### src/sv/agpc_pkg.sv
// ============================================================================
// agpc_pkg
// Shared types and constants for the alpha glyph pixel compositor.
// ============================================================================
package agpc_pkg;

    // Widths fixed by the pixel format and the register map
    localparam int PIX_W   = 24;
    localparam int ALPHA_W = 4;
    localparam int WEIGHT_W = 5;
    localparam int CFG_IDX_W = 3;

    // Packed channel masks
    localparam logic [PIX_W-1:0] RB_MASK = 24'hff00ff;
    localparam logic [PIX_W-1:0] G_MASK  = 24'h00ff00;
    localparam logic [ALPHA_W-1:0] ALPHA_MAX = 4'd15;

    // Register indexes of the configuration port
    localparam logic [CFG_IDX_W-1:0] CFG_DRAW_MODE       = 3'd0;
    localparam logic [CFG_IDX_W-1:0] CFG_INVERSE_VIDEO   = 3'd1;
    localparam logic [CFG_IDX_W-1:0] CFG_BACKDROP_ENABLE = 3'd2;
    localparam logic [CFG_IDX_W-1:0] CFG_IMAGE_ENABLE    = 3'd3;
    localparam logic [CFG_IDX_W-1:0] CFG_FORE_COLOR      = 3'd4;
    localparam logic [CFG_IDX_W-1:0] CFG_BACK_COLOR      = 3'd5;

    // Draw modes
    typedef enum logic [1:0] {
        MODE_COMPLEMENT = 2'd0,
        MODE_BACK       = 2'd1,
        MODE_FORE       = 2'd2,
        MODE_SOLID      = 2'd3
    } t_mode;

    // Register file contents
    typedef struct packed {
        t_mode            draw_mode;
        logic             inverse_video;
        logic             backdrop_enable;
        logic             image_enable;
        logic [PIX_W-1:0] fore_color;
        logic [PIX_W-1:0] back_color;
    } t_cfg;

    // Stage 1 result: the two colors to mix and the weight
    typedef struct packed {
        logic [PIX_W-1:0]    c1;
        logic [PIX_W-1:0]    c2;
        logic [PIX_W-1:0]    px;
        logic [WEIGHT_W-1:0] w;
        logic                bypass;
    } t_sel;

    // Stage 2 result: scaled differences and base terms
    typedef struct packed {
        logic [PIX_W-1:0] rb_term;
        logic [PIX_W-1:0] g_term;
        logic [PIX_W-1:0] rb_base;
        logic [PIX_W-1:0] g_base;
        logic [PIX_W-1:0] px;
        logic             bypass;
    } t_prod;

endpackage

### src/sv/alpha_glyph_pixel_compositor.sv
// ============================================================================
// alpha_glyph_pixel_compositor
// Per-pixel alpha blend of frame, backdrop, image and fixed colors.
// ============================================================================
// Usage:
//   Input channel: i_valid with i_alpha and the three pixels; the block
//   drives o_stall. A beat is taken when i_valid is high and o_stall low.
//   Output channel: o_valid with o_new_pixel; the receiver drives i_stall.
//   Pipeline stages: select, scale (one 32x5 multiply per packed channel
//   pair), merge into the output register.
//   Throughput is one pixel per cycle; each stage moves when it is empty or
//   the stage after it moves, so bubbles are squeezed out under stall.
//   When i_stall is held, the output beat stays put and the three stages
//   fill; o_stall rises only once all three hold a pixel.
//   Reset clears all stage valids and loads the register defaults: solid
//   mode, no inversion, no backdrop, no image, black foreground, white
//   background. Configuration writes take effect at once and are meant to
//   be made while the pipeline is empty.
// ============================================================================
module alpha_glyph_pixel_compositor
    import agpc_pkg::*;
(
    input  logic                 i_clk,
    input  logic                 i_rst_n,
    input  logic                 i_cfg_we,
    input  logic [CFG_IDX_W-1:0] i_cfg_index,
    input  logic [PIX_W-1:0]     i_cfg_data,
    input  logic                 i_valid,
    output logic                 o_stall,
    input  logic [ALPHA_W-1:0]   i_alpha,
    input  logic [PIX_W-1:0]     i_frame_pixel,
    input  logic [PIX_W-1:0]     i_backdrop_pixel,
    input  logic [PIX_W-1:0]     i_image_pixel,
    output logic                 o_valid,
    input  logic                 i_stall,
    output logic [PIX_W-1:0]     o_new_pixel
);

    t_cfg  r_cfg;
    logic  s1_valid;
    logic  s2_valid;
    t_sel  s1_sel;
    t_prod s2_prod;
    logic  en1;
    logic  en2;
    logic  en3;

    // Write configuration registers; unknown indexes are dropped
    always_ff @(posedge i_clk) begin
        if (!i_rst_n) begin
            r_cfg.draw_mode       <= MODE_SOLID;
            r_cfg.inverse_video   <= 1'b0;
            r_cfg.backdrop_enable <= 1'b0;
            r_cfg.image_enable    <= 1'b0;
            r_cfg.fore_color      <= '0;
            r_cfg.back_color      <= '1;
        end else if (i_cfg_we) begin
            case (i_cfg_index)
                CFG_DRAW_MODE:       r_cfg.draw_mode       <= t_mode'(i_cfg_data[1:0]);
                CFG_INVERSE_VIDEO:   r_cfg.inverse_video   <= i_cfg_data[0];
                CFG_BACKDROP_ENABLE: r_cfg.backdrop_enable <= i_cfg_data[0];
                CFG_IMAGE_ENABLE:    r_cfg.image_enable    <= i_cfg_data[0];
                CFG_FORE_COLOR:      r_cfg.fore_color      <= i_cfg_data;
                CFG_BACK_COLOR:      r_cfg.back_color      <= i_cfg_data;
                default: ;
            endcase
        end
    end

    // Advance each stage when it is empty or the next one advances
    assign en3     = !o_valid || !i_stall;
    assign en2     = !s2_valid || en3;
    assign en1     = !s1_valid || en2;
    assign o_stall = !en1;

    agpc_select u_select (
        .i_clk            (i_clk),
        .i_rst_n          (i_rst_n),
        .i_en             (en1),
        .i_valid          (i_valid),
        .i_cfg            (r_cfg),
        .i_alpha          (i_alpha),
        .i_frame_pixel    (i_frame_pixel),
        .i_backdrop_pixel (i_backdrop_pixel),
        .i_image_pixel    (i_image_pixel),
        .o_valid          (s1_valid),
        .o_sel            (s1_sel)
    );

    agpc_scale u_scale (
        .i_clk   (i_clk),
        .i_rst_n (i_rst_n),
        .i_en    (en2),
        .i_valid (s1_valid),
        .i_sel   (s1_sel),
        .o_valid (s2_valid),
        .o_prod  (s2_prod)
    );

    agpc_merge u_merge (
        .i_clk   (i_clk),
        .i_rst_n (i_rst_n),
        .i_en    (en3),
        .i_valid (s2_valid),
        .i_prod  (s2_prod),
        .o_valid (o_valid),
        .o_pixel (o_new_pixel)
    );

    // Back-pressure only when every stage holds a pixel
    a_stall_full: assert property (@(posedge i_clk) disable iff (!i_rst_n)
        o_stall |-> (s1_valid && s2_valid && o_valid && i_stall))
        else $error("input stalled while pipeline has room");

    // A full pipeline under output stall must push back
    a_full_stalls: assert property (@(posedge i_clk) disable iff (!i_rst_n)
        (s1_valid && s2_valid && o_valid && i_stall) |-> o_stall)
        else $error("full pipeline failed to stall input");

    // An accepted beat lands in stage one
    a_accept_lands: assert property (@(posedge i_clk) disable iff (!i_rst_n)
        (i_valid && !o_stall) |=> s1_valid)
        else $error("accepted beat lost at stage one");

    // A stalled stage-two beat stays in stage two
    a_s2_hold: assert property (@(posedge i_clk) disable iff (!i_rst_n)
        (s2_valid && !en2) |=> (s2_valid && $stable(s2_prod)))
        else $error("stage two beat lost under stall");

endmodule

### src/sv/agpc_select.sv
// ============================================================================
// agpc_select
// Stage 1: pick the two source colors and the blend weight per draw mode.
// ============================================================================
module agpc_select
    import agpc_pkg::*;
(
    input  logic                i_clk,
    input  logic                i_rst_n,
    input  logic                i_en,
    input  logic                i_valid,
    input  t_cfg                i_cfg,
    input  logic [ALPHA_W-1:0]  i_alpha,
    input  logic [PIX_W-1:0]    i_frame_pixel,
    input  logic [PIX_W-1:0]    i_backdrop_pixel,
    input  logic [PIX_W-1:0]    i_image_pixel,
    output logic                o_valid,
    output t_sel                o_sel
);

    logic               r_valid;
    t_sel               r_sel;
    t_sel               n_sel;
    logic [ALPHA_W-1:0] a_eff;
    logic               use_bd;
    logic [PIX_W-1:0]   back_src;
    logic [PIX_W-1:0]   fore_src;

    // Widen alpha to 0..16 after optional inversion
    always_comb begin
        a_eff    = i_cfg.inverse_video ? (ALPHA_MAX - i_alpha) : i_alpha;
        use_bd   = i_cfg.backdrop_enable & i_cfg.draw_mode[0];
        back_src = use_bd ? i_backdrop_pixel : i_cfg.back_color;
        fore_src = i_cfg.image_enable ? i_image_pixel : i_cfg.fore_color;

        n_sel.px     = i_frame_pixel;
        n_sel.w      = {1'b0, a_eff} + {{(WEIGHT_W-1){1'b0}}, a_eff[ALPHA_W-1]};
        n_sel.c1     = i_frame_pixel;
        n_sel.c2     = i_frame_pixel;
        n_sel.bypass = 1'b0;
        unique case (i_cfg.draw_mode)
            MODE_COMPLEMENT: begin
                n_sel.c1     = i_frame_pixel;
                n_sel.c2     = ~i_frame_pixel;
                n_sel.bypass = i_cfg.image_enable;
            end
            MODE_BACK: begin
                n_sel.c1     = back_src;
                n_sel.c2     = i_frame_pixel;
                n_sel.bypass = i_cfg.image_enable;
            end
            MODE_FORE: begin
                n_sel.c1 = i_frame_pixel;
                n_sel.c2 = fore_src;
            end
            MODE_SOLID: begin
                n_sel.c1 = back_src;
                n_sel.c2 = fore_src;
            end
            default: begin
                n_sel.c1 = i_frame_pixel;
                n_sel.c2 = i_frame_pixel;
            end
        endcase
    end

    // Advance stage valid
    always_ff @(posedge i_clk) begin
        if (!i_rst_n) begin
            r_valid <= 1'b0;
        end else if (i_en) begin
            r_valid <= i_valid;
        end
    end

    // Hold payload unless advancing
    always_ff @(posedge i_clk) begin
        if (i_en) begin
            r_sel <= n_sel;
        end
    end

    assign o_valid = r_valid;
    assign o_sel   = r_sel;

endmodule

### src/sv/agpc_scale.sv
// ============================================================================
// agpc_scale
// Stage 2: packed difference times weight for red/blue and for green.
// ============================================================================
module agpc_scale
    import agpc_pkg::*;
(
    input  logic  i_clk,
    input  logic  i_rst_n,
    input  logic  i_en,
    input  logic  i_valid,
    input  t_sel  i_sel,
    output logic  o_valid,
    output t_prod o_prod
);

    logic        r_valid;
    t_prod       r_prod;
    t_prod       n_prod;
    logic [31:0] rb_s;
    logic [31:0] rb_d;
    logic [31:0] g_s;
    logic [31:0] g_d;
    logic [31:0] rb_diff;
    logic [31:0] g_diff;
    logic [31:0] w32;
    logic [31:0] rb_mul;
    logic [31:0] g_mul;

    // Wrapping 32-bit packed difference and product; keep bits 27:4
    always_comb begin
        rb_s    = {8'd0, i_sel.c1 & RB_MASK};
        rb_d    = {8'd0, i_sel.c2 & RB_MASK};
        g_s     = {8'd0, i_sel.c1 & G_MASK};
        g_d     = {8'd0, i_sel.c2 & G_MASK};
        rb_diff = rb_s - rb_d;
        g_diff  = g_s - g_d;
        w32     = {{(32-WEIGHT_W){1'b0}}, i_sel.w};
        rb_mul  = rb_diff * w32;
        g_mul   = g_diff * w32;

        n_prod.rb_term = rb_mul[27:4];
        n_prod.g_term  = g_mul[27:4];
        n_prod.rb_base = rb_d[PIX_W-1:0];
        n_prod.g_base  = g_d[PIX_W-1:0];
        n_prod.px      = i_sel.px;
        n_prod.bypass  = i_sel.bypass;
    end

    // Advance stage valid
    always_ff @(posedge i_clk) begin
        if (!i_rst_n) begin
            r_valid <= 1'b0;
        end else if (i_en) begin
            r_valid <= i_valid;
        end
    end

    // Hold payload unless advancing
    always_ff @(posedge i_clk) begin
        if (i_en) begin
            r_prod <= n_prod;
        end
    end

    assign o_valid = r_valid;
    assign o_prod  = r_prod;

endmodule

### src/sv/agpc_merge.sv
// ============================================================================
// agpc_merge
// Stage 3: add base terms, mask channels and register the output pixel.
// ============================================================================
module agpc_merge
    import agpc_pkg::*;
(
    input  logic             i_clk,
    input  logic             i_rst_n,
    input  logic             i_en,
    input  logic             i_valid,
    input  t_prod            i_prod,
    output logic             o_valid,
    output logic [PIX_W-1:0] o_pixel
);

    logic             r_valid;
    logic [PIX_W-1:0] r_pixel;
    logic [PIX_W-1:0] n_pixel;
    logic [PIX_W-1:0] rb_sum;
    logic [PIX_W-1:0] g_sum;

    // Combine channels, or pass the frame pixel through
    always_comb begin
        rb_sum  = i_prod.rb_base + i_prod.rb_term;
        g_sum   = i_prod.g_base + i_prod.g_term;
        n_pixel = i_prod.bypass ? i_prod.px : ((rb_sum & RB_MASK) | (g_sum & G_MASK));
    end

    // Advance output valid
    always_ff @(posedge i_clk) begin
        if (!i_rst_n) begin
            r_valid <= 1'b0;
        end else if (i_en) begin
            r_valid <= i_valid;
        end
    end

    // Hold output beat unless advancing
    always_ff @(posedge i_clk) begin
        if (i_en) begin
            r_pixel <= n_pixel;
        end
    end

    assign o_valid = r_valid;
    assign o_pixel = r_pixel;

endmodule

### config.mk
export PLATFORM = sky130hd
export DESIGN_NAME = alpha_glyph_pixel_compositor
export DESIGN_NICKNAME = d
export VERILOG_FILES = /design/src/sv/agpc_pkg.sv /design/src/sv/alpha_glyph_pixel_compositor.sv /design/src/sv/agpc_select.sv /design/src/sv/agpc_scale.sv /design/src/sv/agpc_merge.sv
export SDC_FILE = /design/constraint.sdc
export NUM_CORES = 1
export LEC_CHECK = 0
export BUFFER_PORTS_ARGS = -buffer_cell sky130_fd_sc_hd__buf_2
export CAP_MARGIN = 20
export CORE_UTILIZATION = 55
export CTS_BUF_LIST = sky130_fd_sc_hd__clkbuf_8 sky130_fd_sc_hd__clkbuf_16
export DETAILED_ROUTE_END_ITERATION = 8
export GPL_TIMING_DRIVEN = 1
export PLACE_DENSITY = 0.77
export SYNTH_ARGS = -nofsm -noshare
export SYNTH_HDL_FRONTEND = slang
export SYNTH_SLANG_ARGS = --single-unit
### constraint.sdc
create_clock -name i_clk -period 6.17 [get_ports i_clk]
set_clock_uncertainty 0.2 [all_clocks]
set_input_delay 0.3085 -clock i_clk [delete_from_list [all_inputs] [get_ports i_clk]]
set_output_delay 0.3085 -clock i_clk [all_outputs]
set_load 0.1 [all_outputs]
**Yosys cells after proc, flatten, opt, wreduce, memory -nomap -nowiden**

Index checks and enable logic that the tools add are counted.

- Bits in registers: 247
- Bits in latches: 0
- RAM bits: 0
- Memory bits (read-only): 0
- Input port bits: 108
- Output and inout bits: 26
- Logic and storage cells: 62
- Memories: 0

- Add/sub/neg operators: 6
- Multipliers: 2
- Div/mod/pow operators: 0
- Magnitude comparators: 0
- Equality and inequality tests: 8
- Shifts and indexed selects: 0
- Mux-type cells: 5
- Bitwise gates (word level): 3
- Reductions and logical operators: 17

Operators by type and width:

| kind | count |
|---|---|
| 48-bit one-hot mux with 4 select lines | 1 |
| 24-bit 2-to-1 mux | 3 |
| 32-bit by 5-bit multiplier with 20-bit output | 1 |
| 32-bit by 5-bit multiplier with 28-bit output | 1 |
| 24-bit by 24-bit subtractor with 25-bit output | 1 |
| 24-bit adder | 1 |
| 24-bit NOT | 1 |
| 24-bit by 16-bit OR with 24-bit output | 1 |
| 16-bit by 16-bit subtractor with 17-bit output | 1 |
| 16-bit adder | 1 |
| 2-bit AND reduction | 6 |
| 3-bit by 2-bit == test with 1-bit output (second input constant) | 2 |
| 3-bit == test (second input constant) | 2 |
| 4-bit by 1-bit adder with 5-bit output | 1 |
| 1-bit logical NOT | 5 |
| 2-bit == test (second input constant) | 2 |
| 4-bit 2-to-1 mux | 1 |
| 4-bit subtractor (first input constant) | 1 |
| 3-bit by 1-bit == test with 1-bit output (second input constant) | 1 |
| 3-bit logical NOT | 1 |
| 1-bit logical OR | 3 |
| 2-bit by 1-bit == test with 1-bit output (second input constant) | 1 |
| 2-bit logical NOT | 1 |
| 2-bit OR reduction | 1 |
| 1-bit AND | 1 |

**Longest topological paths before layout**

Gate-level depths: netlist (run 1).

- Word-level depth: 5
- Depth in mapped cells: 26
- Depth with buffers taken out: 26

**Cells and area by module**

A second synthesis (run 1) with hierarchy kept.

- Cells, all modules: 1827
- Area total of the unflattened synthesis: 18552.8 sq um

By module, submodules not included:

| module | times used | cells an instance | area an instance (sq um) | sequential area each (sq um) |
|---|---|---|---|---|
| agpc_scale | 1 | 978 | 9723.1 | 2662.6 |
| agpc_select | 1 | 288 | 3793.6 | 2362.3 |
| agpc_merge | 1 | 327 | 2723.9 | 740.7 |
| alpha_glyph_pixel_compositor | 1 | 234 | 2312.2 | 1061.0 |

**Worst setup path after synthesis (run 1)**

OpenSTA, ideal clock, no wires.

- Path kind: reg-to-reg
- From: reg u_select.r_sel, in the netlist u_select.o_sel[30]
- To: reg u_scale.r_prod, in the netlist u_scale.o_prod[120], data pin
- Setup time: 268 ps
- Data arrival time: 5341 ps
- Data required time: 5702 ps
- Slack: 361 ps
- Cell stages (with the launch flop): 23
- Path buffers: 1
- Clock period less this slack: 5809 ps
- Cells stage by stage: edfxtp_1 ha_1 fa_1 nor2b_1 o21bai_1 a21oi_2 nor2_1 clkbuf_1 and2_1 fa_1 fa_1 inv_1 fa_1 inv_1 ha_1 a21oi_1 o21ai_0 a22o_1 a21o_1 a21o_1 a31o_1 a31oi_1 xnor3_1

- Cells in the longest elaborated chain, start to end: 2

Ends and longest elaborated chain:

| what | RTL line | RTL |
|---|---|---|
| start: declaration | agpc_select.sv:22 | `t_sel r_sel;` |
| start signal: assignment | agpc_select.sv:79 | `r_sel <= n_sel;` |
| 24-bit by 24-bit subtractor with 25-bit output | agpc_scale.sv:36 | `rb_diff = rb_s - rb_d;` |
| 32-bit by 5-bit multiplier with 28-bit output | agpc_scale.sv:39 | `rb_mul = rb_diff * w32;` |
| via u_scale.rb_mul[27] | agpc_scale.sv:27 | `logic [31:0] rb_mul;` |
| end signal: assignment | agpc_scale.sv:62 | `r_prod <= n_prod;` |
| end: declaration | agpc_scale.sv:18 | `t_prod r_prod;` |

The timed path passes the listed nets, and every way through them passes these cells.
A chain may end at the register's enable or synchronous reset.

**Worst setup path after layout (run 1)**

- From: reg u_select.r_sel, in the netlist u_select.o_sel[34]
- To: reg u_scale.r_prod, in the netlist u_scale.o_prod[120], data pin

The elaborated chain is that of the path after synthesis.

==> results of run 1 <==
-- layout by cell type, fill, tap and decap left out, types with 22 or more instances in the layout --
cell type,netlist,routed
a21boi_0,27,27
a21oi_1,89,87
and2_1,79,77
buf_2,0,133
buf_4,0,35
clkbuf_16,0,27
dfxtp_1,56,55
dlygate4sd3_1,0,71
edfxtp_1,183,183
fa_1,97,95
ha_1,88,82
inv_1,173,175
mux2i_1,54,54
nand2_1,203,202
nand3_1,34,34
nor2_1,85,84
nor2b_1,25,22
o21ai_0,42,37
xnor2_1,71,67
xor2_1,28,28
-- power groups by stage --
| stage | logic [mW] | registers (mW) | clock network, mW |
|---|---|---|---|
| global placement | 3.39 | 2.33 | 0 |
| detailed placement | 3.52 | 2.33 | 0 |
| floorplan | 2.16 | 2.88 | 0 |
| global route | 4.06 | 2.33 | 1.72 |
| CTS | 3.60 | 2.31 | 1.65 |
| finish | 3.68 | 2.31 | 1.64 |
-- worst max-delay path: stages, from the launching register on --
cell	delay (ns)
edfxtp_1	0.40
inv_2	0.09
ha_4	0.22
a21oi_4	0.17
nor3b_4	0.21
buf_4	0.15
nand2b_1	0.08
o22ai_2	0.16
nand2b_4	0.19
nor2b_4	0.21
xnor2_4	0.16
and2_4	0.18
fa_1	0.44
fa_1	0.54
inv_1	0.05
fa_1	0.53
inv_1	0.04
ha_1	0.30
a21o_1	0.18
a21oi_1	0.15
nor2_1	0.05
nor2_1	0.10
o31ai_1	0.08
a21o_1	0.20
a31o_1	0.24
a31oi_1	0.15
xnor3_1	0.25
-- per-layer routing --
layer | wire length [µm] | up-vias | global-route usage
met5 | 0 | - | 0
met4 | 1055 | 0 | 0.07638
met3 | 2348 | 70 | 0.03493
met2 | 17040 | 405 | 0.4094
met1 | 16360 | 5634 | 0.3611
li1 | - | 5469 | -
-- registers in the layout, summed over array words and instances (netlist names) --
name,count
u_merge.o_valid,1
u_merge.o_pixel,24
u_scale.o_valid,1
r_cfg,53
u_select.o_valid,1
u_scale.o_prod,81
u_select.o_sel,78
-- final timing paths --
check | slack (ns) | depth (start not counted) | endpoint
setup reg to reg | 0.18 | 26 | u_scale.o_prod[120]
hold / removal | 0.009 | 3 | u_select.o_sel[66]
hold reg to reg | 0.22 | 0 | u_scale.o_prod[23]
setup / recovery | 0.18 | 26 | u_scale.o_prod[120]
-- per-stage QoR --
stage / TNS, ns / area, µm² / std cells
after detailed placement: -0.04727 / 16750 / 1991
after global routing: -0.2034 / 18640 / 2124
after global placement: 0 / 16750 / 1991
after CTS: 0 / 18390 / 2111
after floorplan: 0 / 15660 / 1517
final: 0 / 18640 / 2124
-- logic make-up after synthesis --
logic type / Yosys count
simple gates: 478
compound gates: 225
fa+ha+maj: 185
xor+xnor: 100
mux: 58
buf+inv: 232
flops: 239
-- layout make-up --
| type | instances | area share |
|---|---|---|
| multi-input cells | 1047 | 0.4482 |
| flip-flops and latches | 239 | 0.3550 |
| repair buffers | 239 | 0.08794 |
| clock buffers | 27 | 0.03625 |
| inverters | 173 | 0.03484 |
| well taps | 378 | 0.02537 |
| clock inverters | 21 | 0.01235 |
-- timing repair --
action | 4_1_cts | 5_1_grt
hold buffers | 71 | 0
endpoints found under the setup margin | 2 | 7
endpoints found under the hold margin | 108 | 0
cloned | 0 | 1
pin swaps | 2 | 9
buffers inserted | 1 | 12
resized for setup | 6 | 30
==> qor.txt, run 1 <==
DP Wirelength: 25.06 mm
clock power share: 0.215
die height: 170.7 µm
clk_lat worst skew: 0.54 ns
NetSw: 3.091 mW
worst-margin pin slew: 1.080 ns
Post-Syn Area: 15660 µm²
DRC: 0
Tcrit/Tclk final: 0.9713
Final Total Pwr: 7.627 mW
Sink Count: 239
number of hold violations in the final report: 0
ANT cells: 0
Via density: 5.451
grt ovf: 0
Setup Crit Path Kind: reg -> reg
fillers: 1997
P_int: 4.536 mW
largest net degree at the start of global routing: 82
WL final: 36.80 mm
startpoint types: flop
hold_sp: i_backdrop_pixel[12]
Pre-Repair DR Iteration Count: 5
total global-route track usage: 0.2553
first-pass GRT wire length: 58.36 mm
synthesized flop and latch total: 239
Tmin final: 5.993 ns
pre-CTS WS: -0.04727 ns
hold_ws: 0.009045 ns
area leader, netlist: edfxtp_1
register area share after synthesis: 0.4226
number of cell rows: 61
Synth async-reset ratio: 0
Core Region: 27860 µm²
FF+latch area: 6618 µm²
CTS Buffer Depth: 3
adder-cell share of the synthesized area: 0.1943
Vias: 11580
Critical path origin: u_select.o_sel[34]
final setup margin: 0.1771 ns
Synth Instances: 1517
CTS tree: yes
sequential fraction of design power: 0.303
total CTS buffers: 26
number of global-route vias before repair: 11430
multiplexer area fraction after synthesis: 0.03740
Synth top area share: 0.3510
achievable clock frequency: 166.9 MHz
Port Buf Inserts: 133
ANT nets after route: 0
peak supply drop: 0.3659 mV
WP data arrival: 6.07 ns
commonest register cell after synthesis: edfxtp_1
Lkg Pwr: 8.094 nW
Iteration-0 DRC Markers: 739
Area growth syn-to-layout: 19.04%
Synth Area in Compound Gates: 0.08958
post-synthesis simple-gate area fraction: 0.1437
final setup violation count: 0
Worst Hold Class: in -> reg
CP Max Fanout: 5
power per cell area: 409.2 nW/µm²
largest family of logic cells by synthesized area: adder cells
Critical Path RT: 6.24 ns
Ys Warns: 0
CP Capture Type: flop
root buffer cell: clkbuf_16
die area: 29150 µm²
Multi-input gate area: 8354 µm²
antenna violations before repair: 0
Distinct cells, synth: 58
top-count cell post-synth: nand2_1
Die W: 170.7 µm
Combinational Power Share: 0.482
Routed wire per std cell: 17.32 µm
syn_nets: 1810
reg2reg start: u_select.o_sel[34]
max-cap violations: 0
status: completed
fin util: 0.6691
Starting Density: 0.5620
Post-synth EDFFs: 183
Mapped Avg Cell Area: 10.32 µm²
Synth Area in XOR/XNOR: 0.05682
GPL Wtd Cong: 0.8517
share of layout cells above drive strength 1: 0.1455
Slew Viols, Final: 0
Max H-tree Level: 1
Max-slew headroom: 0.2801
largest cells by area after synthesis: edfxtp_1 (35%), fa_1 (12%), dfxtp_1 (7.2%)
Reg clk slew, reported paths: 0.06 ns
top cells by count, synth: nand2_1 (203), edfxtp_1 (183), inv_1 (173), fa_1 (97), a21oi_1 (89)
Final #Nets: 2019
# IOs: 134
Sw Share: 0.4053
Note: power is estimated with default switching activity, not from simulation.
==> run 2, diff against run 1 <==
Settings changed: CELL_PAD_IN_SITES_DETAIL_PLACEMENT from default to 1, CELL_PAD_IN_SITES_GLOBAL_PLACEMENT from default to 2, CORE_UTILIZATION 55 to 36, PLACE_DENSITY 0.77 to default, PLACE_DENSITY_LB_ADDON from default to 0.1.
==> run 2 against run 1 <==
Net effect:
- sequential share of layout area shrank 1.1 points
- power increased by 2.2%
- fmax increased by 1.7%
- critical path depth is 3 lower
- non-clock buffer count increased by 16
- core utilization is 22 points lower
- flip-flop and latch count stayed put
- via count fell by 2.5%
==> qor.txt, run 2 (same netlist as run 1, synthesis figures left out) <==
Port Buf Inserts: 133
Reg clk slew, reported paths: 0.06 ns
startpoint types: flop
antenna violations before repair: 0
Iteration-0 DRC Markers: 456
Critical Path RT: 6.28 ns
die area: 44330 µm²
number of global-route vias before repair: 12380
root buffer cell: clkbuf_16
final setup violation count: 0
setup tns final: 0 ns
clk_lat worst skew: 0.60 ns
Area growth syn-to-layout: 22.78%
Core Region: 42980 µm²
Routed wire per std cell: 18.20 µm
Multi-input gate area: 8379 µm²
die height: 210.6 µm
largest net degree at the start of global routing: 74
Tcrit/Tclk final: 0.9553
max-cap violations: 0
hold_ws: 0.02815 ns
total CTS buffers: 30
CTS tree: yes
CTS Buffer Depth: 3
Worst Hold Class: in -> reg
commonest non-fill, non-tap cells in the layout: nand2_1 (201), edfxtp_1 (183), inv_1 (175)
Pre-Repair DR Iteration Count: 4
Max-slew headroom: 0.3364
Max H-tree Level: 1
worst-margin pin slew: 0.9955 ns
Final #Nets: 2038
Final Total Pwr: 7.798 mW
peak supply drop: 0.3375 mV
GPL Wtd Cong: 0.7668
ANT nets after route: 0
FF+latch area: 6619 µm²
CP Capture Type: flop
DP Wirelength: 32.04 mm
R2R depth: 23
Cells after DPL: 2207
achievable clock frequency: 169.7 MHz
Setup Crit Path Kind: reg -> reg
met2 wire len: 21.51 mm
Vias: 11290
total global-route track usage: 0.2015
Slew Viols, Final: 0
Via density: 4.794
Post-Layout Cell Count: 2354
share of layout cells above drive strength 1: 0.1538
Die W: 210.6 µm
status: completed
most common cell after layout, fill and taps aside: nand2_1
max FFs per register: 81
ANT cells: 0
Met1 Wirelength: 19.27 mm
power per cell area: 405.6 nW/µm²
Sink Count: 239
# IOs: 134
Starting Density: 0.3643
WHS Path Cells: 3
DR top layer: met4
grt ovf: 0
met3 wire len: 1.417 mm
fillers: 4833
Tmin final: 5.894 ns
WL final: 42.85 mm
WP data arrival: 6.00 ns
Lkg Pwr: 8.244 nW
first-pass GRT wire length: 68.48 mm
number of cell rows: 76
number of hold violations in the final report: 0
CP Max Fanout: 8
DRC: 0
-- run 2: cell types whose count changed in the layout (fill, tap and decap cells not counted), sizes merged --
cell and delta:
buf +6, bufinv +1, nor2 -1, inv -3, dlygate4sd3 +10, clkinvlp -1
clkbuf +3, clkinv +8
-- run 2: report_power, final --
part           switching [mW]  total [mW]  internal (mW)
Combinational            2.27        3.68           1.41
Sequential              0.126        2.30           2.17
Clock                   0.729        1.82           1.10
-- run 2: routing by layer --
layer	global-route usage	vias up
met2	0.3627	139
met4	0.04098	0
met3	0.02786	36
met5	0	-
li1	-	5496
met1	0.2567	5614
-- run 2: layout make-up --
class,count,share of cell area
timing repair buffer,255,0.09444
clock buffer,30,0.03905
sequential,239,0.3443
inverter,173,0.03384
tap,585,0.03807
multi-input combinational,1046,0.4359
clock inverter,26,0.01445
-- run 2: worst paths after layout --
kind                         end  slack, ns                from
min           u_select.o_sel[48]       0.03   i_image_pixel[18]
min reg2reg   u_scale.o_prod[20]       0.21  u_select.o_sel[25]
max          u_scale.o_prod[120]       0.28  u_select.o_sel[34]
max reg2reg  u_scale.o_prod[120]       0.28  u_select.o_sel[34]
-- run 2: critical path, cell delays in order, from the launching register on --
cell and delay, ns:
edfxtp_1 0.39, inv_1 0.11, ha_4 0.23, a21oi_4 0.19, nor3b_4 0.23, buf_4 0.16, a21oi_4 0.06, buf_4 0.15
nor2_4 0.20, and2_4 0.20, fa_1 0.44, fa_1 0.57, inv_1 0.06, fa_1 0.53, inv_1 0.04, ha_1 0.35
a21oi_2 0.15, o21ai_1 0.09, a22o_1 0.23, a21o_1 0.20, a21o_1 0.22, a31o_1 0.21, a31oi_1 0.17, xnor3_1 0.23
-- run 2: through the flow --
step	setup WS [ns]	utilization	instance area, µm²
2_1_floorplan	0.3611	-	15660
3_3_place_gp	0.03913	0.3970	17060
3_5_place_dp	-0.02867	0.3980	17110
4_1_cts	0.006261	0.4414	18970
5_1_grt	-0.04385	0.4473	19220
6_report	0.2761	0.4473	19220
-- run 2: timing repair --
| action | CTS | global route |
|---|---|---|
| endpoints found under the hold margin | 118 | 1 |
| hold buffers | 80 | 1 |
| resized for setup | 5 | 43 |
| setup buffers | 2 | 8 |
| pin swaps | 1 | 18 |
| endpoints found under the setup margin | 4 | 11 |
| cloned | 0 | 0 |
==> run 3, diff against run 2 <==
Settings changed: CAP_MARGIN 20 to default, CORE_MARGIN from default to 2.
==> run 3 against run 2 <==
Net effect:
- setup slack worse by 0.029 ns
- flip-flop and latch count stayed put
- via count decreased by 0.47%
- final area barely moved
- largest power group unchanged
==> qor.txt, run 3 (same netlist as run 1, synthesis figures left out) <==
hold_sp: i_image_pixel[14]
DP Wirelength: 31.91 mm
GPL Wtd Cong: 0.7717
worst-margin pin slew: 1.189 ns
max FFs per register: 81
sequential fraction of design power: 0.288
Tcrit/Tclk final: 0.9600
CTS tree: yes
WP data arrival: 6.03 ns
total global-route track usage: 0.1954
CP top delay family: adder cells
Routed wire per std cell: 18.01 µm
total CTS buffers: 29
peak supply drop: 0.3153 mV
Hold EP: u_select.o_sel[44]
Via density: 4.773
ANT nets after route: 0
CTS Buffer Depth: 3
WHS Path Cells: 3
first-pass GRT wire length: 67.52 mm
startpoint types: flop
clock power share: 0.241
reg2reg start: u_select.o_sel[31]
largest net degree at the start of global routing: 74
R2R setup slack: 0.25 ns
power per cell area: 414.7 nW/µm²
Setup Crit Path Kind: reg -> reg
Max-slew headroom: 0.2049
Pre-Repair DR Iteration Count: 4
NetSw: 3.158 mW
Sw Share: 0.3960
Reg clk slew, reported paths: 0.06 ns
achievable clock frequency: 168.8 MHz
crit-path cells: inv_1, ha_1, nor2b_1, o21ai_2, nand2_1, nand3_1, nand2_1, o21ai_2, fa_2, nor2b_2, fa_1, fa_1, inv_1, fa_1, inv_1, ha_4, buf_4, and4_1, o21a_1, a21o_1, a21o_1, a31o_1, a31oi_1, xnor3_1
die area: 45180 µm²
Design Area, Final: 19230 µm²
commonest non-fill, non-tap cells in the layout: nand2_1 (202), edfxtp_1 (183), inv_1 (173)
Starting Density: 0.3643
# IOs: 134
Slew Viols, Final: 0
root buffer cell: clkbuf_16
Cells after DPL: 2208
FF-to-FF End: u_scale.o_prod[120]
number of cell rows: 76
CP max stage delay: 0.54 ns
most common cell after layout, fill and taps aside: nand2_1
ANT cells: 0
Vias: 11230
Crit-path slowest cell: fa_1
clk_lat worst skew: 0.57 ns
CP Buf/Inv Count: 4
Worst Hold Class: in -> reg
antenna violations before repair: 0
Core Region: 42980 µm²
CP Capture Type: flop
Iteration-0 DRC Markers: 377
critical path depth: 24
CP Max Fanout: 4
Sink Count: 239
Cell Area, Placed: 17090 µm²
fillers: 4816
Die W: 212.6 µm
Combinational Power Share: 0.471
die height: 212.6 µm
Area growth syn-to-layout: 22.82%
Critical Path RT: 6.28 ns
final setup violation count: 0
grt ovf: 0
share of layout cells above drive strength 1: 0.1538
Port Buf Inserts: 133
R2R depth: 24
number of hold violations in the final report: 0
DRC: 0
Lkg Pwr: 8.261 nW
Final #Nets: 2038
Tmin final: 5.923 ns
number of global-route vias before repair: 12340
status: completed
P_int: 4.817 mW
Max H-tree Level: 1
Post-Layout Cell Count: 2353
WL final: 42.39 mm
max-cap violations: 0
run 3: changes by cell type in the layout (fill, tap and decap cells not counted), moves of 3 or more:
| cell | delta |
|---|---|
| o21ai_2 | +3 |
| o21ai_1 | -4 |
| bufinv_16 | +3 |
| clkinv_2 | -5 |
| buf_4 | +3 |
| inv_2 | +3 |
run 3: worst register-to-register path, cell delays in order, from the launching register on:
cell and delay (ns):
edfxtp_1 0.38, inv_1 0.07, ha_1 0.22, nor2b_1 0.14
o21ai_2 0.16, nand2_1 0.10, nand3_1 0.11, nand2_1 0.08
o21ai_2 0.08, fa_2 0.50, nor2b_2 0.15, fa_1 0.46
fa_1 0.54, inv_1 0.05, fa_1 0.52, inv_1 0.06
ha_4 0.25, buf_4 0.13, and4_1 0.19, o21a_1 0.13
a21o_1 0.22, a21o_1 0.22, a31o_1 0.25, a31oi_1 0.19
xnor3_1 0.24
run 3: how the worst max path moves through the flow:
stage / from / end
floorplan: u_select.o_sel[30] / u_scale.o_prod[120]
global placement: u_select.o_sel[31] / u_scale.o_prod[120]
detailed placement: u_select.o_sel[31] / u_scale.o_prod[120]
CTS: u_select.o_sel[34] / u_scale.o_prod[120]
global route: u_select.o_sel[34] / u_scale.o_prod[120]
finish: u_select.o_sel[31] / u_scale.o_prod[120]
run 3: stage by stage:
step / power (mW) / setup WS (ns) / TNS (ns) / hold slack, ns / utilization
6_report: 7.975 / 0.2467 / 0 / 0.03289 / 0.4474
3_3_place_gp: 5.939 / -0.07188 / -0.09865 / 0.2014 / 0.3975
5_1_grt: 8.573 / -0.03821 / -0.03821 / 0.03427 / 0.4474
4_1_cts: 8.046 / 0.003612 / 0 / 0.02991 / 0.4429
3_5_place_dp: 6.012 / -0.1995 / -0.3649 / 0.2057 / 0.3975
2_1_floorplan: 5.039 / 0.3611 / 0 / 0.2003 / -
run 3: power by group through the flow:
stage                     clock network, mW  registers (mW)  logic [mW]
after floorplan                           0            2.88        2.16
after global placement                    0            2.33        3.61
after detailed placement                  0            2.34        3.68
after CTS                              1.98            2.31        3.76
after global routing                   2.04            2.32        4.21
final                                  1.92            2.30        3.76
run 3: per-layer routing:
layer	track usage	vias up	routed length, µm
met3	0.02585	46	1213
li1	-	5508	-
met1	0.2551	5541	19580
met4	0.04099	0	793
met2	0.3460	137	20800
met5	0	-	0
run 3: what timing repair did:
action | in CTS | in global routing
hold endpoints to repair | 119 | 0
gates resized for setup | 5 | 40
endpoints found under the setup margin | 6 | 9
setup buffers | 5 | 4
pin swaps | 3 | 12
hold buffers | 82 | 0
run 3: area by class of cell:
class / instances / area, µm² / area share
Multi-Input combinational cell: 1046 / 8357 / 0.4345
Sequential cell: 239 / 6619 / 0.3442
Timing Repair Buffer: 256 / 1794 / 0.09330
Clock buffer: 30 / 739.5 / 0.03845
Tap cell: 585 / 732.0 / 0.03806
Inverter: 173 / 650.6 / 0.03383
Clock inverter: 24 / 339.1 / 0.01763
